`src/hdl/vbc_pkg.sv`:
```
package vbc_pkg;

   // fixed field widths
   localparam int DIST_W = 11;
   localparam int TIE_W  = 7;
   localparam int CNT_W  = 7;
   localparam int IDX_W  = 6;
   localparam int IN_W   = 10;

   localparam logic [TIE_W-1:0] TIE_MAX = '1;

   // item kinds carried in req_tuser
   localparam logic CMD_LOAD  = 1'b0;
   localparam logic CMD_QUERY = 1'b1;

   typedef enum logic [1:0] {
      ST_IDLE,
      ST_WALK,
      ST_DRAIN,
      ST_DONE
   } state_type;

   // control bits that travel with each seed through the pipeline
   typedef struct packed {
      logic valid;
      logic last;
   } tag_type;

endpackage

```
`src/hdl/vbc_dist_sqrt.sv`:
```
module vbc_dist_sqrt #(
   parameter int COORD_BITS = 10
) (
   input  logic                    clock,
   input  logic                    reset,
   input  vbc_pkg::tag_type        in_tag,
   input  logic [COORD_BITS-1:0]   pix_row,
   input  logic [COORD_BITS-1:0]   pix_col,
   input  logic [COORD_BITS-1:0]   seed_row,
   input  logic [COORD_BITS-1:0]   seed_col,
   output vbc_pkg::tag_type        out_tag,
   output logic [COORD_BITS:0]     out_dist
);
   import vbc_pkg::*;

   localparam int CB  = COORD_BITS;
   localparam int SW  = 2 * CB + 1;   // squared sum width
   localparam int RW  = CB + 1;       // root width
   localparam int VW  = 2 * RW;       // radicand padded to bit pairs
   localparam int RMW = RW + 3;       // partial remainder width

   // stage 1: absolute differences
   tag_type         t1_ff;
   logic [CB-1:0]   dr_ff, dc_ff;

   always_ff @(posedge clock) begin
      if (reset) t1_ff <= '0;
      else       t1_ff <= in_tag;
      dr_ff <= (pix_row > seed_row) ? pix_row - seed_row : seed_row - pix_row;
      dc_ff <= (pix_col > seed_col) ? pix_col - seed_col : seed_col - pix_col;
   end

   // stage 2: squares
   tag_type           t2_ff;
   logic [2*CB-1:0]   sr_ff, sc_ff;

   always_ff @(posedge clock) begin
      if (reset) t2_ff <= '0;
      else       t2_ff <= t1_ff;
      sr_ff <= dr_ff * dr_ff;
      sc_ff <= dc_ff * dc_ff;
   end

   // stage 3 (root stage 0): exact sum, start of the digit-by-digit root
   tag_type          tag_ff  [0:RW];
   logic [RW-1:0]    root_ff [0:RW];
   logic [RMW-1:0]   rem_ff  [0:RW];
   logic [VW-1:0]    v_ff    [0:RW];
   logic [SW-1:0]    sum_in;

   assign sum_in = SW'(sr_ff) + SW'(sc_ff);

   always_ff @(posedge clock) begin
      if (reset) tag_ff[0] <= '0;
      else       tag_ff[0] <= t2_ff;
      root_ff[0] <= '0;
      rem_ff[0]  <= '0;
      v_ff[0]    <= VW'(sum_in);
   end

   // one root bit per stage, most significant pair first
   for (genvar k = 1; k <= RW; k++) begin : g_root
      logic [RMW-1:0] rem_sh, trial, rem_in;
      logic [RW-1:0]  root_in;

      always_comb begin
         rem_sh = {rem_ff[k-1][RMW-3:0], v_ff[k-1][VW-1 -: 2]};
         trial  = RMW'({root_ff[k-1], 2'b01});
         if (rem_sh >= trial) begin
            rem_in  = rem_sh - trial;
            root_in = {root_ff[k-1][RW-2:0], 1'b1};
         end else begin
            rem_in  = rem_sh;
            root_in = {root_ff[k-1][RW-2:0], 1'b0};
         end
      end

      always_ff @(posedge clock) begin
         if (reset) tag_ff[k] <= '0;
         else       tag_ff[k] <= tag_ff[k-1];
         root_ff[k] <= root_in;
         rem_ff[k]  <= rem_in;
         v_ff[k]    <= v_ff[k-1] << 2;
      end
   end

   assign out_tag  = tag_ff[RW];
   assign out_dist = root_ff[RW];

endmodule

```
`src/hdl/voronoi_border_classifier.sv`:
```
// Nearest-seed classifier. A load item (tuser 0) writes one seed into the
// table. A query item (tuser 1) walks the first seed_count seeds (at most
// MAX_SEEDS), one seed a cycle through a pipelined distance and square-root
// unit, and returns one item with the floor distance to the nearest seed, the
// number of seeds tied at it and a border flag. From its acceptance to the
// earliest next acceptance a query passes the table read, three arithmetic
// stages, one stage per root bit, minimum tracking and the result hand-off
// (the hand-off alone when seed_count is zero), and waits while the previous
// result stalls on rsp_tready; req_tready is low meanwhile.
// Seeds must be loaded before any query reads them.
module voronoi_border_classifier #(
   parameter int MAX_SEEDS  = 64,
   parameter int COORD_BITS = 10
) (
   input  logic                        clock,
   input  logic                        reset,
   input  logic                        req_tvalid,
   output logic                        req_tready,
   input  logic [31:0]                 req_tdata,   // seed_index[5:0], row[15:6], col[25:16]
   input  logic                        req_tuser,   // cmd
   output logic                        rsp_tvalid,
   input  logic                        rsp_tready,
   output logic [23:0]                 rsp_tdata,   // nearest_distance[10:0], tie_count[17:11],
                                                    // on_border[18]
   input  logic                        csr_wr_en,
   input  logic [vbc_pkg::CNT_W-1:0]   csr_wr_data  // seed_count
);
   import vbc_pkg::*;

   localparam int CB = COORD_BITS;
   localparam int AW = $clog2(MAX_SEEDS);
   localparam int NW = $clog2(MAX_SEEDS + 1);
   localparam int RW = CB + 1;

   // input fields
   logic [IDX_W-1:0] in_idx;
   logic [CB-1:0]    in_row, in_col;
   logic             req_acc;

   assign in_idx  = req_tdata[IDX_W-1:0];
   assign in_row  = CB'(req_tdata[IDX_W +: IN_W]);
   assign in_col  = CB'(req_tdata[IDX_W+IN_W +: IN_W]);
   assign req_acc = req_tvalid && req_tready;

   // seed count register
   logic [CNT_W-1:0] seed_count_ff;

   always_ff @(posedge clock) begin
      if (reset)          seed_count_ff <= CNT_W'(1);
      else if (csr_wr_en) seed_count_ff <= csr_wr_data;
   end

   logic [NW-1:0] n_sat;
   assign n_sat = (32'(seed_count_ff) > MAX_SEEDS) ? NW'(MAX_SEEDS) : NW'(seed_count_ff);

   // seed table
   logic [2*CB-1:0] seed_mem [MAX_SEEDS];
   logic [2*CB-1:0] rd_data_ff;
   logic [31:0]     ld_idx;

   assign ld_idx = 32'(in_idx);

   // control state
   state_type      state_ff, state_in;
   logic [AW-1:0]  addr_ff;
   logic [NW-1:0]  n_ff;
   logic [CB-1:0]  pix_row_ff, pix_col_ff;
   tag_type        rd_tag_ff, sq_tag;
   logic [RW-1:0]  sq_dist;
   logic           issue, rsp_load, last_issue;

   assign last_issue = (NW'(addr_ff) + NW'(1)) == n_ff;

   // next state
   always_comb begin
      state_in = state_ff;
      case (state_ff)
         ST_IDLE:
            if (req_acc && req_tuser == CMD_QUERY) begin
               state_in = (n_sat == '0) ? ST_DONE : ST_WALK;
            end
         ST_WALK:
            if (last_issue) state_in = ST_DRAIN;
         ST_DRAIN:
            if (sq_tag.valid && sq_tag.last) state_in = ST_DONE;
         ST_DONE:
            if (!rsp_tvalid || rsp_tready) state_in = ST_IDLE;
         default:
            state_in = ST_IDLE;
      endcase
   end

   // state outputs
   always_comb begin
      req_tready = 1'b0;
      issue      = 1'b0;
      rsp_load   = 1'b0;
      case (state_ff)
         ST_IDLE:  req_tready = 1'b1;
         ST_WALK:  issue      = 1'b1;
         ST_DRAIN: ;
         ST_DONE:  rsp_load   = !rsp_tvalid || rsp_tready;
         default:  ;
      endcase
   end

   always_ff @(posedge clock) begin
      if (reset) begin
         state_ff  <= ST_IDLE;
         addr_ff   <= '0;
         rd_tag_ff <= '0;
      end else begin
         state_ff  <= state_in;
         rd_tag_ff <= '{valid: issue, last: issue && last_issue};
         if (req_acc) addr_ff <= '0;
         else if (issue) addr_ff <= addr_ff + AW'(1);
      end
   end

   // query latch and table access
   always_ff @(posedge clock) begin
      if (req_acc && req_tuser == CMD_QUERY) begin
         pix_row_ff <= in_row;
         pix_col_ff <= in_col;
         n_ff       <= n_sat;
      end
      if (req_acc && req_tuser == CMD_LOAD && ld_idx < MAX_SEEDS) begin
         seed_mem[ld_idx[AW-1:0]] <= {in_col, in_row};
      end
      rd_data_ff <= seed_mem[addr_ff];
   end

   vbc_dist_sqrt #(
      .COORD_BITS (COORD_BITS)
   ) u_dist (
      .clock    (clock),
      .reset    (reset),
      .in_tag   (rd_tag_ff),
      .pix_row  (pix_row_ff),
      .pix_col  (pix_col_ff),
      .seed_row (rd_data_ff[CB-1:0]),
      .seed_col (rd_data_ff[2*CB-1:CB]),
      .out_tag  (sq_tag),
      .out_dist (sq_dist)
   );

   // minimum and tie tracking
   logic             have_ff;
   logic [RW-1:0]    best_ff;
   logic [TIE_W-1:0] ties_ff;

   always_ff @(posedge clock) begin
      if (reset) begin
         have_ff <= 1'b0;
         best_ff <= '0;
         ties_ff <= '0;
      end else if (req_acc) begin
         have_ff <= 1'b0;
         best_ff <= '0;
         ties_ff <= '0;
      end else if (sq_tag.valid) begin
         if (!have_ff || sq_dist < best_ff) begin
            have_ff <= 1'b1;
            best_ff <= sq_dist;
            ties_ff <= TIE_W'(1);
         end else if (sq_dist == best_ff && ties_ff != TIE_MAX) begin
            ties_ff <= ties_ff + TIE_W'(1);
         end
      end
   end

   // result register
   logic             rsp_valid_ff;
   logic [23:0]      rsp_data_ff;
   logic [DIST_W-1:0] dist_out;

   assign dist_out = DIST_W'(best_ff);

   always_ff @(posedge clock) begin
      if (reset)           rsp_valid_ff <= 1'b0;
      else if (rsp_load)   rsp_valid_ff <= 1'b1;
      else if (rsp_tready) rsp_valid_ff <= 1'b0;
      if (rsp_load) begin
         rsp_data_ff <= {5'b0, (ties_ff > TIE_W'(1)), ties_ff, dist_out};
      end
   end

   assign rsp_tvalid = rsp_valid_ff;
   assign rsp_tdata  = rsp_data_ff;

endmodule

```
`config.mk`:
```
export PLATFORM = sky130hd
export DESIGN_NAME = voronoi_border_classifier
export DESIGN_NICKNAME = d
export VERILOG_FILES = /design/src/hdl/vbc_pkg.sv /design/src/hdl/vbc_dist_sqrt.sv /design/src/hdl/voronoi_border_classifier.sv
export SDC_FILE = /design/constraint.sdc
export NUM_CORES = 2
export LEC_CHECK = 0
export BUFFER_PORTS_ARGS = -buffer_cell sky130_fd_sc_hd__buf_2
export CAP_MARGIN = 0
export CORE_AREA = 3 3 369 371
export CTS_CLUSTER_DIAMETER = 80
export CTS_CLUSTER_SIZE = 10
export DETAILED_ROUTE_END_ITERATION = 10
export DIE_AREA = 0 0 372 374
export PLACE_DENSITY_LB_ADDON = 0.3
export SETUP_SLACK_MARGIN = 0.05
export SLEW_MARGIN = 10
export SYNTH_ARGS = -nofsm -noshare
export SYNTH_HDL_FRONTEND = slang
export SYNTH_SLANG_ARGS = --single-unit
```
`constraint.sdc`:
```
create_clock -name clock -period 6.2 [get_ports clock]
set_input_delay 0.93 -clock clock [delete_from_list [all_inputs] [get_ports clock]]
set_output_delay 0.93 -clock clock [all_outputs]
set_load 0.05 [all_outputs]
```
==> qor.yml <==
run_status:
  status: "finished, final reports clean"
power:
  power.share.sequential_pct: 31.0
  p_switching_mw: 17.7
  power_frac_comb_pct: 47.9
  switching_share_pct: 36.3
  p_clk_share_pct: 21.0
  power_density_nw_per_um2: 600
  p_int_mw: 31.0
  max-vdd-ir-drop_v: 0.00162
  p_leak_nw: 28.5
min_path:
  hp-class: "register to register"
  min_from: "u_dist.v_ff[0][14]$_DFF_P_"
  hold_depth: 0
  whs_endpoint: "u_dist.v_ff[0][38]$_DFF_P_"
sta:
  grt_setup_unrepaired: "no"
  fmaxAchievable_mhz: 185
  fin_ws_ns: 0.797
  fin_skew_ns: 0.0665
  max_slew.worst_pin.slew_ns: 1.22
  min_period_ns: 5.40
  finalHoldViolations: 0
  setup_viol: 0
  slew_headroom_pct: 18.7
  fin_crit_sh_pct: 87.2
  drv_slew: 0
  setup_tns_ns: 0
synthesis:
  synth.most_common_cell: "edfxtp_1"
  synth_top_cell_area_share_pct: 54.6
  synthArstFlopShare_pct: 0
  synth_common_cells: "1326 x edfxtp_1, 446 x dfxtp_1, 385 x mux4_2"
  yosys_register_bits: 1772
  yosysUniqueCellTypes: 80
  netlist_area_um2: 72900
  yosysSeqAreaShare_pct: 66.8
  syn_avg_cell_area_um2: 16.9
  synth_ff_type: "edfxtp_1"
  synth_edf_count: 1326
  yosys.area.top_type: "edfxtp_1"
  synth.area.top_cells: "edfxtp_1 55%, dfxtp_1 12%, mux4_2 12%"
  yosysWarnings: 0
  synth_cells: 4308
floorplan:
  die_w_um: 372
  core_um2: 133000
  dieArea_um2: 139000
  ios: 71
  die_h_um: 374
  rows: 134
  start_util_pct: 54.7
clock_tree:
  cts_max_path_buffers: 3
  clkTransAtPathRegs_ns: 0.06
  hold_buffers: 0
  cts.htree.levels: 4
  cts_buffers: 195
  cts_tree: "yes"
  clk-insertion-delay-late_ns: 0.82
  cts_root_buf: "clkbuf_16"
  cts_setup_buffers: 0
  cts_resized: 0
  numClockSinks: 1772
routing:
  first_pass_iters: 6
  wl_per_cell_um: 24.7
  via_per_inst: 6.01
  drc: 0
  ant_nets: 0
  vias: 37900
  routed_wl_um: 156000
  drt_iter0_drc: 3570
placed_design:
  hpwl_um: 89400
  dpl-instance-area_um2: 75700
  port_buffers: 59
  gp_congestion: 0.796
  place_ws_ns: 0.823
global_route:
  gr-usage-all-layers_pct: 22.8
  grt.overflow.total: 0
  grt_pass1_wl_um: 238000
  grt_pass1_vias: 39100
  antenna_found_initial: 4
  grt_max_degree: 108
setup_path:
  timing.rr.start: "u_dist.dc_ff[7]$_DFF_P_"
  r2r-end: "u_dist.sc_ff[19]$_DFF_P_"
  worst-r2r-setup-slack_ns: 0.80
  crit_start: "u_dist.dc_ff[7]$_DFF_P_"
  arrival_ns: 6.04
  cp_max_fo: 12
  worstSetupPathType: "register to register"
  endpoint_kind: "register"
  critPathRequiredTime_ns: 6.84
  r2r_cells: 15
  startpoint_type: "register"
finish:
  syn2layout_area_growth_pct: 11.3
  seqCellArea_um2: 48800
  fillers: 9405
  drive_above_1_share_pct: 18.9
  multi_input_area_um2: 22800
  fin_nets: 4860
  finalInstanceArea_um2: 81200
job:
  cap_viol_max_count: 0
==> state kept, by name, indices dropped and copies added, names as in the netlist, 11 cells and up <==
signal	count
u_dist.tag_ff	24
rd_data_ff	20
u_dist.root_ff	66
u_dist.rem_ff	106
u_dist.sr_ff	19
rsp_tdata	19
u_dist.v_ff	131
best_ff	11
u_dist.sc_ff	19
seed_mem	1280
==> layout by cell type (no fill, tap or decap), types with 50 or more instances in the layout <==
cell type / n
a21oi_1: 107
clkbuf_1: 63
buf_2: 59
nor2_1: 116
ha_1: 245
xnor2_1: 83
edfxtp_1: 1326
fa_1: 98
buf_4: 54
mux4_2: 385
nor3_1: 52
nand2_1: 134
inv_1: 282
o21ai_0: 79
clkbuf_16: 198
mux2i_1: 58
nor2b_1: 68
dfxtp_1: 442
xor2_1: 50
and2_1: 64
==> power groups by stage <==
stage          Clock [mW]  Combinational (mW)  Sequential [mW]
2_1_floorplan           0                19.1             15.0
3_3_place_gp            0                23.2             15.4
3_5_place_dp            0                23.5             15.4
4_1_cts              10.4                23.7             15.2
5_1_grt              10.9                26.5             15.3
6_report             10.2                23.4             15.1
==> cells by family (layout without fill, tap and decap cells) <==
group	Yosys count	after routing	synth area share, %
DFF	1772	1772	66.8
and+or+nand+nor	678	678	4.69
muxes	489	489	13.4
AOI/OAI and AO/OA	449	449	4.13
buffers and inverters	443	680	2.44
adders and majority gates	343	343	6.89
xor gates and xnor gates	133	133	1.60
other	1	7	0.00514
==> final cells by class <==
| class | count | share of cell area (%) |
|---|---|---|
| Tap cell | 1768 | 2.72 |
| Timing Repair Buffer | 122 | 1.08 |
| Clock buffer | 262 | 6.41 |
| Clock inverter | 13 | 0.384 |
| Sequential cell | 1772 | 60.0 |
| Antenna cell | 1 | 0.00308 |
| Multi-Input combinational cell | 2098 | 28.1 |
| Inverter | 283 | 1.31 |
==> worst max-delay path: stages (launching register included) <==
cell	delay, ns
dfxtp_1	0.62
nand2_1	0.20
inv_1	0.12
fa_1	0.45
fa_1	0.52
fa_1	0.57
fa_1	0.43
fa_1	0.47
ha_1	0.35
and3_1	0.22
and3_1	0.18
a311oi_1	0.28
buf_4	0.20
nor3_1	0.07
o211ai_1	0.18
or3b_2	0.45
==> worst max path at each step <==
stage / endpoint / slack, ns / depth (start not counted)
after floorplan: u_dist.sc_ff[19]$_DFF_P_ / 0.98 / 15
after global placement: u_dist.sc_ff[19]$_DFF_P_ / 0.89 / 16
after detailed placement: u_dist.sc_ff[19]$_DFF_P_ / 0.82 / 15
after CTS: u_dist.sc_ff[19]$_DFF_P_ / 0.78 / 15
after global routing: u_dist.sc_ff[19]$_DFF_P_ / 0.46 / 15
final: u_dist.sc_ff[19]$_DFF_P_ / 0.80 / 15
==> through the flow <==
step                      total power, mW  std cells  utilization [%]  hold WS (ns)
after floorplan                      34.1       4313                -         0.310
after global placement               38.5       6042             56.8         0.310
after detailed placement             38.9       6042             56.8         0.312
after CTS                            49.3       6317             60.9         0.245
after global routing                 52.7       6318             60.9         0.297
final                                48.7       6319             60.9         0.296
==> per-layer routing <==
layer | part of all wire [%] | up-vias | track usage [%] | wire length (µm)
met5 | 0.022 | - | 0 | 34
met4 | 2.8 | 6 | 7.69 | 4400
met3 | 6.6 | 265 | 3.81 | 10300
met2 | 51 | 1380 | 38.7 | 80300
met1 | 39 | 19500 | 30.2 | 61100
li1 | - | 16800 | - | -
No activity file was read; power rests on OpenSTA's default activity.
